**config.mk**
```make
export PLATFORM = sky130hd
export DESIGN_NAME = srha_front
export DESIGN_NICKNAME = d
export VERILOG_FILES = /design/src/rtl/smooth_rdf_histogram_accumulator_core_assert.svh /design/src/rtl/srha_pkg.sv /design/src/rtl/srha_front.sv
export SDC_FILE = /design/constraint.sdc
export NUM_CORES = 1
export LEC_CHECK = 0
export BUFFER_PORTS_ARGS = -buffer_cell sky130_fd_sc_hd__clkbuf_2
export CAP_MARGIN = 20
export CORE_ASPECT_RATIO = 0.9
export CORE_MARGIN = 2
export CORE_UTILIZATION = 50
export CTS_BUF_LIST = sky130_fd_sc_hd__clkbuf_4 sky130_fd_sc_hd__clkbuf_8
export DETAILED_ROUTE_END_ITERATION = 8
export HOLD_SLACK_MARGIN = 0.1
export PLACE_DENSITY = 0.8
export SLEW_MARGIN = 30
export SYNTH_ARGS = -nofsm -noshare
export SYNTH_HDL_FRONTEND = slang
export SYNTH_SLANG_ARGS = --single-unit
```
**constraint.sdc**
```tcl
create_clock -name i_clk -period 29.2 [get_ports i_clk]
set_input_delay 7.3 -clock i_clk [delete_from_list [all_inputs] [get_ports i_clk]]
set_output_delay 7.3 -clock i_clk [all_outputs]
set_load 0.01 [all_outputs]
```
**src/rtl/smooth_rdf_histogram_accumulator_core_assert.svh**
```systemverilog
// assertion macros for the histogram accumulator back end rtl
`ifndef SMOOTH_RDF_HISTOGRAM_ACCUMULATOR_CORE_ASSERT_SVH
`define SMOOTH_RDF_HISTOGRAM_ACCUMULATOR_CORE_ASSERT_SVH
`ifndef SYNTHESIS
`define SRHA_ASSERT(lbl, prop) \
    lbl: assert property (@(posedge i_clk) disable iff (!i_rst_n) prop) \
        else $error("srha assertion failed");
`define SRHA_ASSERT_RST(lbl, prop) \
    lbl: assert property (@(posedge i_clk) prop) \
        else $error("srha reset assertion failed");
`else
`define SRHA_ASSERT(lbl, prop)
`define SRHA_ASSERT_RST(lbl, prop)
`endif
`endif

```
**src/rtl/srha_pkg.sv**
```systemverilog
// shared types and constants for the histogram accumulator
package srha_pkg;
    localparam int MAX_STEPS_DEF    = 64;
    localparam int CLASH_LEVELS_DEF = 8;
    localparam int SIGN_CLASSES     = 3;
    localparam int IN_DATA_W        = 72;
    localparam int OUT_DATA_W       = 56;
    localparam int MAG_W            = 31;
    localparam int CNT_W            = 6;

    localparam logic CMD_ACC  = 1'b0;
    localparam logic CMD_READ = 1'b1;

    localparam logic [1:0] CFG_STEP_SIZE = 2'd0;
    localparam logic [1:0] CFG_STEPS     = 2'd1;
    localparam logic [1:0] CFG_CLASH_MAX = 2'd2;
    localparam logic [1:0] CFG_ROOT      = 2'd3;

    localparam logic [1:0] SC_NONPOS = 2'd0;
    localparam logic [1:0] SC_POS    = 2'd1;
    localparam logic [1:0] SC_NEG    = 2'd2;

    typedef struct packed {
        logic [14:0] bin_width;
        logic [6:0]  steps_in_use;
        logic [2:0]  max_clash;
        logic        root_mode;
    } t_cfg;

    typedef struct packed {
        logic              cmd;
        logic [15:0]       distance;
        logic [MAG_W-1:0]  mag;
        logic [1:0]        sclass;
        logic [7:0]        clash;
        logic [10:0]       rindex;
    } t_work;

    typedef struct packed {
        logic pop;
        logic clearing;
    } t_back_ctl;
endpackage

```
**src/rtl/srha_front.sv**
```systemverilog
// front end: accepts beats, forms product and sign class, queues work
module srha_front
    import srha_pkg::*;
(
    input  logic            i_clk,
    input  logic            i_rst_n,
    input  logic            s_axis_tvalid,
    output logic            s_axis_tready,
    input  logic [IN_DATA_W-1:0] s_axis_tdata,
    input  logic            s_axis_tuser,
    input  t_back_ctl       i_ctl,
    output logic            o_q_valid,
    output t_work           o_q_data
);
    t_work       r_ent [2];
    logic        r_wp, r_rp;
    logic [1:0]  r_cnt;
    logic signed [15:0] w_a, w_b;
    logic signed [31:0] w_prod;
    logic        w_acc, w_keep, w_push, w_pop;
    t_work       w_new;

    assign w_a    = s_axis_tdata[31:16];
    assign w_b    = s_axis_tdata[47:32];
    assign w_prod = w_a * w_b;

    always_comb begin
        w_new.cmd      = s_axis_tuser;
        w_new.distance = s_axis_tdata[15:0];
        w_new.clash    = s_axis_tdata[55:48];
        w_new.rindex   = s_axis_tdata[66:56];
        w_new.mag      = w_prod[31] ? MAG_W'(-w_prod) : MAG_W'(w_prod);
        if (w_prod[31]) begin
            w_new.sclass = SC_NEG;
        end else if (w_a > 16'sd0) begin
            w_new.sclass = SC_POS;
        end else begin
            w_new.sclass = SC_NONPOS;
        end
    end

    assign s_axis_tready = (r_cnt != 2'd2) && !i_ctl.clearing;
    assign w_acc  = s_axis_tvalid && s_axis_tready;
    // accumulate beats with a zero product add nothing and are dropped here
    assign w_keep = (s_axis_tuser == CMD_READ) || (w_prod != 32'sd0);
    assign w_push = w_acc && w_keep;
    assign w_pop  = i_ctl.pop && (r_cnt != 2'd0);

    always_ff @(posedge i_clk) begin
        if (!i_rst_n) begin
            r_wp  <= 1'b0;
            r_rp  <= 1'b0;
            r_cnt <= 2'd0;
        end else begin
            if (w_push) r_wp <= ~r_wp;
            if (w_pop)  r_rp <= ~r_rp;
            r_cnt <= r_cnt + {1'b0, w_push} - {1'b0, w_pop};
        end
    end

    always_ff @(posedge i_clk) begin
        if (w_push) r_ent[r_wp] <= w_new;
    end

    assign o_q_valid = (r_cnt != 2'd0);
    assign o_q_data  = r_ent[r_rp];
endmodule

```
; Yosys cells after proc, flatten, opt, wreduce, memory -nomap -nowiden
; Memory sizes are Yosys's and may differ from the RTL's. A register that Yosys moved wholly into a read port is not among the register bits.
; Index checks and enable logic that the tools add are counted.
; Widths: inputs -> output; s select.
[word_totals]
out_inout_bits = 71
n_memories = 1
in_bits = 78
ram_bits = 138
reg_bits = 4
wordCells = 27
[mem_list]
columns = memory, depth, width, read_ports, rd_ports_with_merged_regs, write_ports, line
row1 = r_ent, 2, 69, 1, 1, 1, srha_front.sv:15  ; t_work r_ent [2];
[op_classes]
mux = 7
n_addsub = 3
mul = 1
n_bitwise = 2
order_cmp = 1
reduce_logical = 8
eq_ne = 1
[ops]
columns = operator, n
row1 = $mul 16x16->32, 1
row2 = $reduce_bool 32->1, 1
row3 = $mux 31, 1
row4 = $neg 31->31, 1
row5 = $gt 16x1->1 const B, 1
row6 = $mux 1, 5
row7 = $logic_and 1x1->1, 4
row8 = $add 2x1->2, 1
row9 = $mux 2, 1
row10 = $ne 2x2->1 const B, 1
row11 = $not 1->1, 2
row12 = $reduce_bool 2->1, 1
row13 = $sub 2x1->2, 1
row14 = $logic_not 1->1, 1
row15 = $logic_or 1x1->1, 1

; Longest topological paths before layout
; Gate-level depths: netlist of the first run.
[logic_depth]
ltp_word = 6
depth_mapped = 30
ltp_nobuf = 29

; Worst setup path before layout of the first run
; No wires, ideal clock.
[synth_timing]
kind = input to register
start = in s_axis_tdata[31]
end = mem r_ent[0][0] (netlist name) (enable)
required_time_ns = 28.776
stages = 21
path_slack_ns = 14.237
setup_time_ns = 0.424
t_arrival_ns = 14.539
path_cell_list = clkbuf_1 > nand2_1 > inv_1 > fa_1 > fa_1 > inv_1 > fa_1 > fa_1 > fa_1 > fa_1 > inv_1 > ha_1 > buf_4 > a21oi_2 > o21ai_2 > a221o_1 > or3b_4 > o21ai_2 > nor4_1 > o311ai_2 > o211a_1
[synth_via]
elab_chain_cells = 6
[synth_lines]
columns = element, line
row1 = start: declaration, srha_front.sv:9  ; input logic [IN_DATA_W-1:0] s_axis_tdata,
row2 = $mul 16x16->32, srha_front.sv:25  ; assign w_prod = w_a * w_b;
row3 = $reduce_bool 32->1, srha_front.sv:45  ; assign w_keep = (s_axis_tuser == CMD_READ) || (w_prod != 32'sd0);
row4 = $logic_or 1x1->1, srha_front.sv:45
row5 = $logic_and 1x1->1, srha_front.sv:46  ; assign w_push = w_acc && w_keep;
row6 = $mux 1, srha_front.sv:62  ; if (w_push) r_ent[r_wp] <= w_new;
row7 = $mux 1 (implied by the code), srha_front.sv:62
row8 = end: declaration, srha_front.sv:15
; Every way passes these cells.

; Final worst setup path of the first run
[layout_timing]
start = in i_ctl[0] (netlist name)
end = out s_axis_tready
[layout_via]
elab_chain_cells = 2
[layout_lines]
columns = element, line
row1 = start: declaration, srha_front.sv:11  ; input t_back_ctl i_ctl,
row2 = $logic_not 1->1, srha_front.sv:42  ; assign s_axis_tready = (r_cnt != 2'd2) && !i_ctl.clearing;
row3 = $logic_and 1x1->1, srha_front.sv:42
row4 = end: declaration, srha_front.sv:8  ; output logic s_axis_tready,
; Every way passes these cells.

==> run summary, run 1 <==
Placer Congestion: 0.875
Req. time, crit path: 21.90 ns
MaxCap Viol Count: 0
Setup TNS Final: 0 ns
EDFF count, synth: 138
CTS root buffer: clkbuf_8
core area: 0.0319 mm^2
Initial DRC Count: 703
Post-DP HPWL: 27000 um
worst relative slew slack: 0.465
Sink Count: 143
H-Tree Depth: 4
first-pass GRT wire length: 59400 um
share of cells above drive strength 1: 0.177
most frequent cell after synthesis: fa_1
Synth Flop Type: edfxtp_1
cell row count: 62
io pins: 149
Synth area leaders: fa_1 32%, edfxtp_1 26%, ha_1 6.6%
outcome: complete, no violations
Mapped Nets: 1906
Warnings, synthesis: 0
chip width: 193 um
maximum fanout along the worst path: 2
Post-synth top cells: 262 x fa_1, 243 x inv_1, 195 x nand2_1, 138 x edfxtp_1, 91 x and2_1
antenna viol nets, final: 0
Clock Skews: 0.0121 ns
CP startpoint kind: input pin
final setup fails: 0
Hold/Removal Path Class: reg2reg
Worst Hold Launch: r_rp
Worst setup EP type: output port
final worst-path cycle share: 0.512
FF-to-FF setup slack: 27.12 ns
# hold bufs at CTS: 0
# diodes: 0
Worst Hold Path Cells: 2
post-synthesis sequential area ratio: 0.263
Clock transition at path regs: 0.08 ns
First-pass DRT Iterations: 8
syn_area_per_cell: 10.9 um^2
GRT overflow: 0
vias in the first global route: 12300
Slew @ Worst Pin: 0.802 ns
reg2reg path depth: 5
r2r startpoint: r_cnt[0]
worst setup path class: in2out
Die Ht: 175 um
min cycle time layout: 14.96 ns
reg2reg end: r_ent[1][46]
Mapped Area: 0.0162 mm^2
die area: 0.0338 mm^2
wire length per cell: 17.3 um
register bit total from synthesis: 143
Max Clock Freq: 66.8 MHz
port bufs: 143
largest net degree at the start of global routing: 70
Synth top area share: 0.325
Setup Fix Bufs, Post-CTS: 0
nets: 2015
post_cts resized: 0
Mapped Cells: 1481
critical path arrival: 7.66 ns
Detailed Route WL: 34900 um
RSZ-0062 raised after global routing: no
Max Slew Vio Count: 0
area delta synth->final: 9.13%
Yosys cell types: 79
total CTS buffers: 17
FFs w/ async S/R, synth: 0
Total GRT Usage: 0.219
Via Count: 11100
DRC Markers: 0
CTS tree: done
Yosys top cell by area: fa_1
hold violation count in the final report: 0
initial antenna violation count: 0
Initial Util: 0.507
CTS max path bufs: 2
drt via density: 5.48
Clock Latency Late Sink: 0.44 ns
-- kinds of logic (layout without fill, tap and decap cells) --
kind of cell / Yosys count / in the layout / share of synthesized area
simple gates: 409 / 409 / 0.126
flops: 143 / 143 / 0.263
mux: 72 / 72 / 0.0500
buf+inv: 300 / 422 / 0.0721
xor+xnor: 55 / 55 / 0.0308
fa+ha+maj: 347 / 347 / 0.391
compound gates: 155 / 155 / 0.0682
-- worst max-delay path, stage by stage --
cell      delay (ns)
clkbuf_2        0.08
a21oi_1         0.13
clkbuf_2        0.15
-- sequential cells by signal, indices dropped and copies added (netlist names), named ones only --
register / cells
r_wp: 1
r_rp: 1
r_ent: 138
r_cnt: 2
-- layer usage --
metal	GRT usage	vias to the layer above	share of wire	routed length (um)
met5	0	-	0	0
met4	0.0735	0	0.027	925
met3	0.0396	84	0.056	1940
met2	0.400	367	0.53	18500
met1	0.259	5609	0.39	13500
li1	-	5012	-	-
-- metrics by stage --
step	area (um^2)	utilization	setup slack [ns]	hold slack (ns)	std cells
floorplan	16200	-	14.24	0.493	1481
CTS	17600	0.552	14.23	0.549	2018
detailed placement	17200	0.540	14.06	0.526	1986
global route	17600	0.553	14.01	0.592	2019
finish	17600	0.553	14.24	0.541	2019
global placement	17200	0.538	13.81	0.516	1984
-- worst max-delay path by stage --
stage / start / endpoint / slack, ns / cells after the start
final: i_ctl[0] / s_axis_tready / 14.24 / 3
after global routing: s_axis_tdata[31] / r_ent[1][19] / 14.01 / 20
after CTS: i_ctl[0] / s_axis_tready / 14.23 / 3
after detailed placement: s_axis_tdata[31] / r_ent[0][19] / 14.06 / 19
after global placement: s_axis_tdata[31] / r_ent[0][19] / 13.81 / 20
after floorplan: s_axis_tdata[31] / r_ent[0][0] / 14.24 / 21
-- cells in the final DEF, fill, tap and decap left out, types with 7 or more instances in the layout --
master    count
clkbuf_8     17
a21oi_1      40
and2_1       91
xnor2_1      37
nand2b_1     16
clkbuf_2    143
nor3_1       16
o31ai_1       7
edfxtp_1    138
fa_1        262
nor4_1        8
nand2_1     195
o21ai_1      12
inv_1       243
nand3_1      13
o21ai_0      20
a21o_1       12
xor2_1       16
mux2_2       69
nor2_1       31
ha_1         85
-- cell type report --
cell class | count | area (um^2)
inverter | 244 | 916
clock inverter | 15 | 161
sequential | 143 | 4250
tap | 416 | 520
fill | 2696 | 14300
timing repair buffer | 146 | 783
multi-input combinational | 1038 | 10800
clock buffer | 17 | 234
Power of run 1 is left out: the tool's default activity adds up to more than one toggle a clock period on the data nets, which glitch-free logic cannot reach.
==> inputs of run 2 (changes only) <==
--- a/config.mk
+++ b/config.mk
@@ -5,6 +5,7 @@
 export SDC_FILE = /design/constraint.sdc
 export NUM_CORES = 1
 export LEC_CHECK = 0
+export ABC_AREA = 1
 export BUFFER_PORTS_ARGS = -buffer_cell sky130_fd_sc_hd__clkbuf_2
 export CAP_MARGIN = 20
 export CORE_ASPECT_RATIO = 0.9
==> constraint.sdc (replaced) <==
create_clock -name i_clk -period 14.2 [get_ports i_clk]
set_input_delay 3.55 -clock i_clk [delete_from_list [all_inputs] [get_ports i_clk]]
set_output_delay 3.55 -clock i_clk [all_outputs]
set_load 0.01 [all_outputs]
==> run summary, run 2 <==
Initial DRC Count: 1022 (was 703)
total CTS buffers: 17 (unchanged)
Req. time, crit path: 14.28 ns (was 21.90 ns)
Mapped Cells: 1902 (was 1481)
largest family of logic cells by synthesized area: adder cells (unchanged)
initial antenna violation count: 0 (unchanged)
Fillers: 2934 (was 2696)
Sink Count: 143 (unchanged)
Post-Synth XOR/XNOR Area: 0.0209 (was 0.0308)
CTS tree: done (unchanged)
Synth Area in Adders: 0.371 (was 0.391)
post-synthesis mux area share: 0.0457 (was 0.0500)
Clock Skews: 0.0138 ns (was 0.0121 ns)
CP startpoint kind: input pin (unchanged)
most common cell after layout, fill and taps aside: nand2_1 (was fa_1)
Clock Latency Late Sink: 0.43 ns (was 0.44 ns)
nets: 2419 (was 2015)
Placer Congestion: 0.921 (was 0.875)
top flop regs: r_ent (138), r_cnt (2) (unchanged)
Finished Core Util: 0.547 (was 0.553)
MaxCap Viol Count: 0 (unchanged)
Slowest Stage Delay on Critical Path: 0.67 ns (was 0.15 ns)
Via Count: 12600 (was 11100)
FF/Latch Area: 0.00425 mm^2 (about the same)
Yosys top cell by area: fa_1 (unchanged)
Hold/Removal Path Class: reg2reg (unchanged)
Setup TNS Final: 0 ns (unchanged)
GRT overflow: 0 (unchanged)
Total GRT Usage: 0.224 (was 0.219)
antenna viol nets, final: 0 (unchanged)
Max Slew Vio Count: 0 (unchanged)
final worst-path cycle share: 0.778
register bit total from synthesis: 143 (unchanged)
H-Tree Depth: 4 (unchanged)
Max Clock Freq: 90.5 MHz
chip width: 198 um (was 193 um)
wire length per cell: 15.3 um (was 17.3 um)
slowest CP cell: fa_1 (was clkbuf_2)
Post-synth top cells: 530 x nand2_1, 429 x inv_1, 262 x fa_1, 138 x edfxtp_1, 85 x ha_1 (was 262 x fa_1, 243 x inv_1, 195 x nand2_1, 138 x edfxtp_1, 91 x and2_1)
cell row count: 64 (was 62)
worst setup path class: in2reg (was in2out)
post_cts resized: 0 (unchanged)
Synth area leaders: fa_1 31%, edfxtp_1 24%, nand2_1 12% (was fa_1 32%, edfxtp_1 26%, ha_1 6.6%)
Synth Flop Type: edfxtp_1 (unchanged)
area of the multi-input gates: 0.0108 mm^2 (about the same)
First-pass DRT Iterations: 5 (was 8)
Synth top area share: 0.309 (was 0.325)
Yosys cell types: 39 (was 79)
core area: 0.0337 mm^2 (was 0.0319 mm^2)
Initial Util: 0.504 (was 0.507)
# hold bufs at CTS: 0 (unchanged)
Clock transition at path regs: 0.09 ns (was 0.08 ns)
Compound-Gate Fraction of Synth Area: 0.0180 (was 0.0682)
CTS root buffer: clkbuf_8 (unchanged)
drt via density: 5.11 (was 5.48)
port bufs: 143 (unchanged)
Biggest register: r_ent (unchanged)
Mapped Nets: 2327 (was 1906)
worst relative slew slack: 0.392 (was 0.465)
CTS max path bufs: 2 (unchanged)
# diodes: 0 (unchanged)
min cycle time layout: 11.04 ns
Worst setup EP type: flip-flop (was output port)
vias in the first global route: 13400 (was 12300)
final setup fails: 0 (unchanged)
post-synthesis sequential area ratio: 0.250 (was 0.263)
Synth Area in Simple Gates: 0.181 (was 0.126)
Post-DP HPWL: 31000 um (was 27000 um)
RSZ-0062 raised after global routing: no (unchanged)
most frequent cells in the layout: 530 x nand2_1, 428 x inv_1, 262 x fa_1 (was 262 x fa_1, 243 x inv_1, 195 x nand2_1)
share of cells above drive strength 1: 0.146 (was 0.177)
die area: 0.0355 mm^2 (was 0.0338 mm^2)
hold violation count in the final report: 0 (unchanged)
Slew @ Worst Pin: 0.912 ns (was 0.802 ns)
outcome: complete, no violations (unchanged)
DRC Markers: 0 (unchanged)
io pins: 149 (unchanged)
max reg flops: 138 (unchanged)
FFs w/ async S/R, synth: 0 (unchanged)
Die Ht: 179 um (was 175 um)
first-pass GRT wire length: 63300 um (was 59400 um)
Mapped Area: 0.0170 mm^2 (was 0.0162 mm^2)
syn_area_per_cell: 8.93 um^2 (was 10.9 um^2)
area delta synth->final: 8.54% (was 9.13%)
Warnings, synthesis: 0 (unchanged)
Detailed Route WL: 37800 um (was 34900 um)
most frequent cell after synthesis: nand2_1 (was fa_1)
largest net degree at the start of global routing: 70 (unchanged)
critical path arrival: 11.13 ns (was 7.66 ns)
Setup Fix Bufs, Post-CTS: 0 (unchanged)
EDFF count, synth: 138 (unchanged)
maximum fanout along the worst path: 38 (was 2)
[run 2: changes by cell type after synthesis, moves of 16 or more]
cell / before / now
nor2_1: 31 / 80
nand2_1: 195 / 530
nand2b_1: 16 / 0
inv_1: 243 / 429
nand4_1: 5 / 21
xnor2_1: 37 / 10
clkbuf_1: 41 / 63
nand3_1: 13 / 57
and2_1: 91 / 1
[run 2: worst paths after layout]
| path | cells after the start | endpoint | from | slack, ns |
|---|---|---|---|---|
| max | 29 | r_ent[0][21] | s_axis_tdata[31] | 3.16 |
| min | 1 | flip-flop | r_rp | 0.48 |
| max reg2reg | 6 | r_ent[0][21] | r_cnt[0] | 11.87 |
| min reg2reg | 1 | flip-flop | r_rp | 0.48 |
[run 2: routing by layer]
layer	vias to the layer above	GRT usage	wire, um	part of all wire
li1	5911	-	-	-
met1	6217	0.291	15600	0.41
met5	-	0	0	0
met4	0	0.0639	767	0.020
met3	68	0.0245	2100	0.056
met2	419	0.398	19300	0.51
[run 2: area by class of cell]
class	count	area share
Clock buffer	17	0.0127
Timing Repair Buffer	147	0.0415
Multi-Input combinational cell	1248	0.587
Tap cell	462	0.0313
Clock inverter	15	0.00787
Sequential cell	143	0.230
Inverter	437	0.0891
[run 2: cell families after synthesis]
| family | Yosys count |
|---|---|
| muxes | 69 |
| buffers and inverters | 511 |
| and+or+nand+nor | 739 |
| AOI/OAI and AO/OA | 55 |
| adders and majority gates | 347 |
| DFF | 143 |
| xor gates and xnor gates | 38 |
[run 2: worst max-delay path, delay by kind of cell]
| family | cells | cell delay, ns |
|---|---|---|
| adders and majority gates | 7 | 3.70 |
| buffers and inverters | 7 | 1.40 |
| and+or+nand+nor | 15 | 2.41 |
[run 2: stage by stage]
| stage | hold slack (ns) | instance area, um^2 | setup WS, ns | cells |
|---|---|---|---|---|
| 5_1_grt | 0.510 | 18400 | 2.55 | 2469 |
| 2_1_floorplan | 0.425 | 17000 | 1.72 | 1902 |
| 4_1_cts | 0.473 | 18400 | 3.16 | 2469 |
| 3_5_place_dp | 0.457 | 18100 | 2.75 | 2437 |
| 6_report | 0.478 | 18400 | 3.16 | 2469 |
| 3_3_place_gp | 0.427 | 18000 | 2.41 | 2436 |
Power of run 2 is left out for the same reason.
==> inputs of run 3 (changes only) <==
==> constraint.sdc (replaced) <==
create_clock -name i_clk -period 11 [get_ports i_clk]
set_input_delay 2.75 -clock i_clk [delete_from_list [all_inputs] [get_ports i_clk]]
set_output_delay 2.75 -clock i_clk [all_outputs]
set_load 0.01 [all_outputs]
==> run summary, run 3 (same netlist as run 2, synthesis figures left out) <==
Placer Congestion: 0.908 (was 0.921)
die area: 0.0355 mm^2 (unchanged)
min cycle time layout: 9.50 ns
share of cells above drive strength 1: 0.147 (was 0.146)
most frequent cells in the layout: 530 x nand2_1, 428 x inv_1, 262 x fa_1 (unchanged)
Setup TNS Final: 0 ns (unchanged)
Post-DP HPWL: 31400 um (was 31000 um)
M2 GR Usage: 0.403 (was 0.398)
Detailed Route WL: 37800 um (about the same)
post_cts resized: 0 (unchanged)
max reg flops: 138 (unchanged)
first-pass GRT wire length: 63200 um (was 63300 um)
M3 GR Usage: 0.0290 (was 0.0245)
core area: 0.0337 mm^2 (unchanged)
Slew @ Worst Pin: 0.900 ns (was 0.912 ns)
Clock transition at path regs: 0.09 ns (about the same)
area delta synth->final: 8.56% (was 8.54%)
CTS root buffer: clkbuf_8 (unchanged)
total CTS buffers: 17 (unchanged)
wire length per cell: 15.3 um (about the same)
Die Ht: 179 um (unchanged)
outcome: complete, no violations (unchanged)
GRT overflow: 0 (unchanged)
most common cell after layout, fill and taps aside: nand2_1 (unchanged)
cell row count: 64 (unchanged)
MaxCap Viol Count: 0 (unchanged)
Initial Util: 0.504 (unchanged)
Max Clock Freq: 105 MHz
Sink Count: 143 (unchanged)
RSZ-0062 raised after global routing: no (unchanged)
Total GRT Usage: 0.225 (was 0.224)
WHS: 0.455 ns (was 0.478 ns)
CTS max path bufs: 2 (unchanged)
# hold bufs at CTS: 0 (unchanged)
met1 Use GR: 0.288 (was 0.291)
Worst setup EP type: flip-flop (unchanged)
Clock Skews: 0.0115 ns (was 0.0138 ns)
Initial DRC Count: 871 (was 1022)
drt via density: 5.09 (was 5.11)
worst setup path class: in2reg (unchanged)
worst relative slew slack: 0.400 (was 0.392)
First-pass DRT Iterations: 7 (was 5)
top flop regs: r_ent (138), r_cnt (2) (unchanged)
Setup Fix Bufs, Post-CTS: 0 (unchanged)
port bufs: 143 (unchanged)
Biggest register: r_ent (unchanged)
CP startpoint kind: input pin (unchanged)
H-Tree Depth: 4 (unchanged)
busiest grt layer: met2 (unchanged)
Hold/Removal Path Class: reg2reg (unchanged)
final setup fails: 0 (unchanged)
Req. time, crit path: 11.13 ns (was 14.28 ns)
vias in the first global route: 13200 (was 13400)
largest net degree at the start of global routing: 70 (unchanged)
Clock Latency Late Sink: 0.43 ns (about the same)
Max Slew Vio Count: 0 (unchanged)
Via Count: 12600 (about the same)
chip width: 198 um (unchanged)
maximum fanout along the worst path: 26 (was 38)
nets: 2421 (was 2419)
critical path arrival: 9.62 ns (was 11.13 ns)
io pins: 149 (unchanged)
initial antenna violation count: 0 (unchanged)
DRC Markers: 0 (unchanged)
# diodes: 0 (unchanged)
final worst-path cycle share: 0.864
CTS tree: done (unchanged)
antenna viol nets, final: 0 (unchanged)
hold violation count in the final report: 0 (unchanged)
[run 3: critical path, cell delays in order]
cell and delay [ns]:
clkbuf_2 0.29, nand2_1 0.22, inv_1 0.07, fa_1 0.71, fa_1 0.47, inv_1 0.32, fa_1 0.59, fa_1 0.52
fa_1 0.53, fa_1 0.55, inv_1 0.04, ha_1 0.37, nand2_1 0.10, nor2_1 0.13, nand2_1 0.12, nor3_1 0.15
nand2_1 0.14, nand2_1 0.09, nand2_1 0.07, nand2_1 0.10, nor2_1 0.06, nand2_1 0.06, nor2_1 0.05, nand4_1 0.13
nand3_1 0.14, inv_2 0.50, buf_4 0.34
[run 3: metrics by stage]
step / setup WS, ns / cell area [um^2] / utilization / std cells
2_1_floorplan: 0.473 / 17000 / - / 1902
3_3_place_gp: 1.15 / 18100 / 0.536 / 2439
3_5_place_dp: 1.03 / 18100 / 0.536 / 2439
4_1_cts: 1.49 / 18400 / 0.547 / 2471
5_1_grt: 1.01 / 18400 / 0.547 / 2471
6_report: 1.50 / 18400 / 0.547 / 2471
[run 3: layout make-up]
type	instances	area (um^2)
Tap cell	462	578
Fill cell	2918	15300
Clock buffer	17	234
Inverter	437	1640
Clock inverter	15	143
Sequential cell	143	4250
Multi-Input combinational cell	1248	10800
Timing Repair Buffer	149	773
[run 3: path summary, 6_finish.rpt]
path,slack (ns),cells past startpoint,end,startpoint
max,1.50,27,r_ent[1][30],s_axis_tdata[34]
min,0.45,1,flip-flop,r_rp
max reg2reg,8.97,6,r_ent[1][30],r_cnt[0]
min reg2reg,0.45,1,flip-flop,r_rp
[run 3: per-layer routing]
metal  vias up  part of all wire  wire, um
met5         -                 0         0
met4         0             0.021       802
met2       447              0.51     19200
met1      6159              0.41     15400
li1       5910                 -         -
met3        64             0.065      2450
Power of run 3 is left out for the same reason.
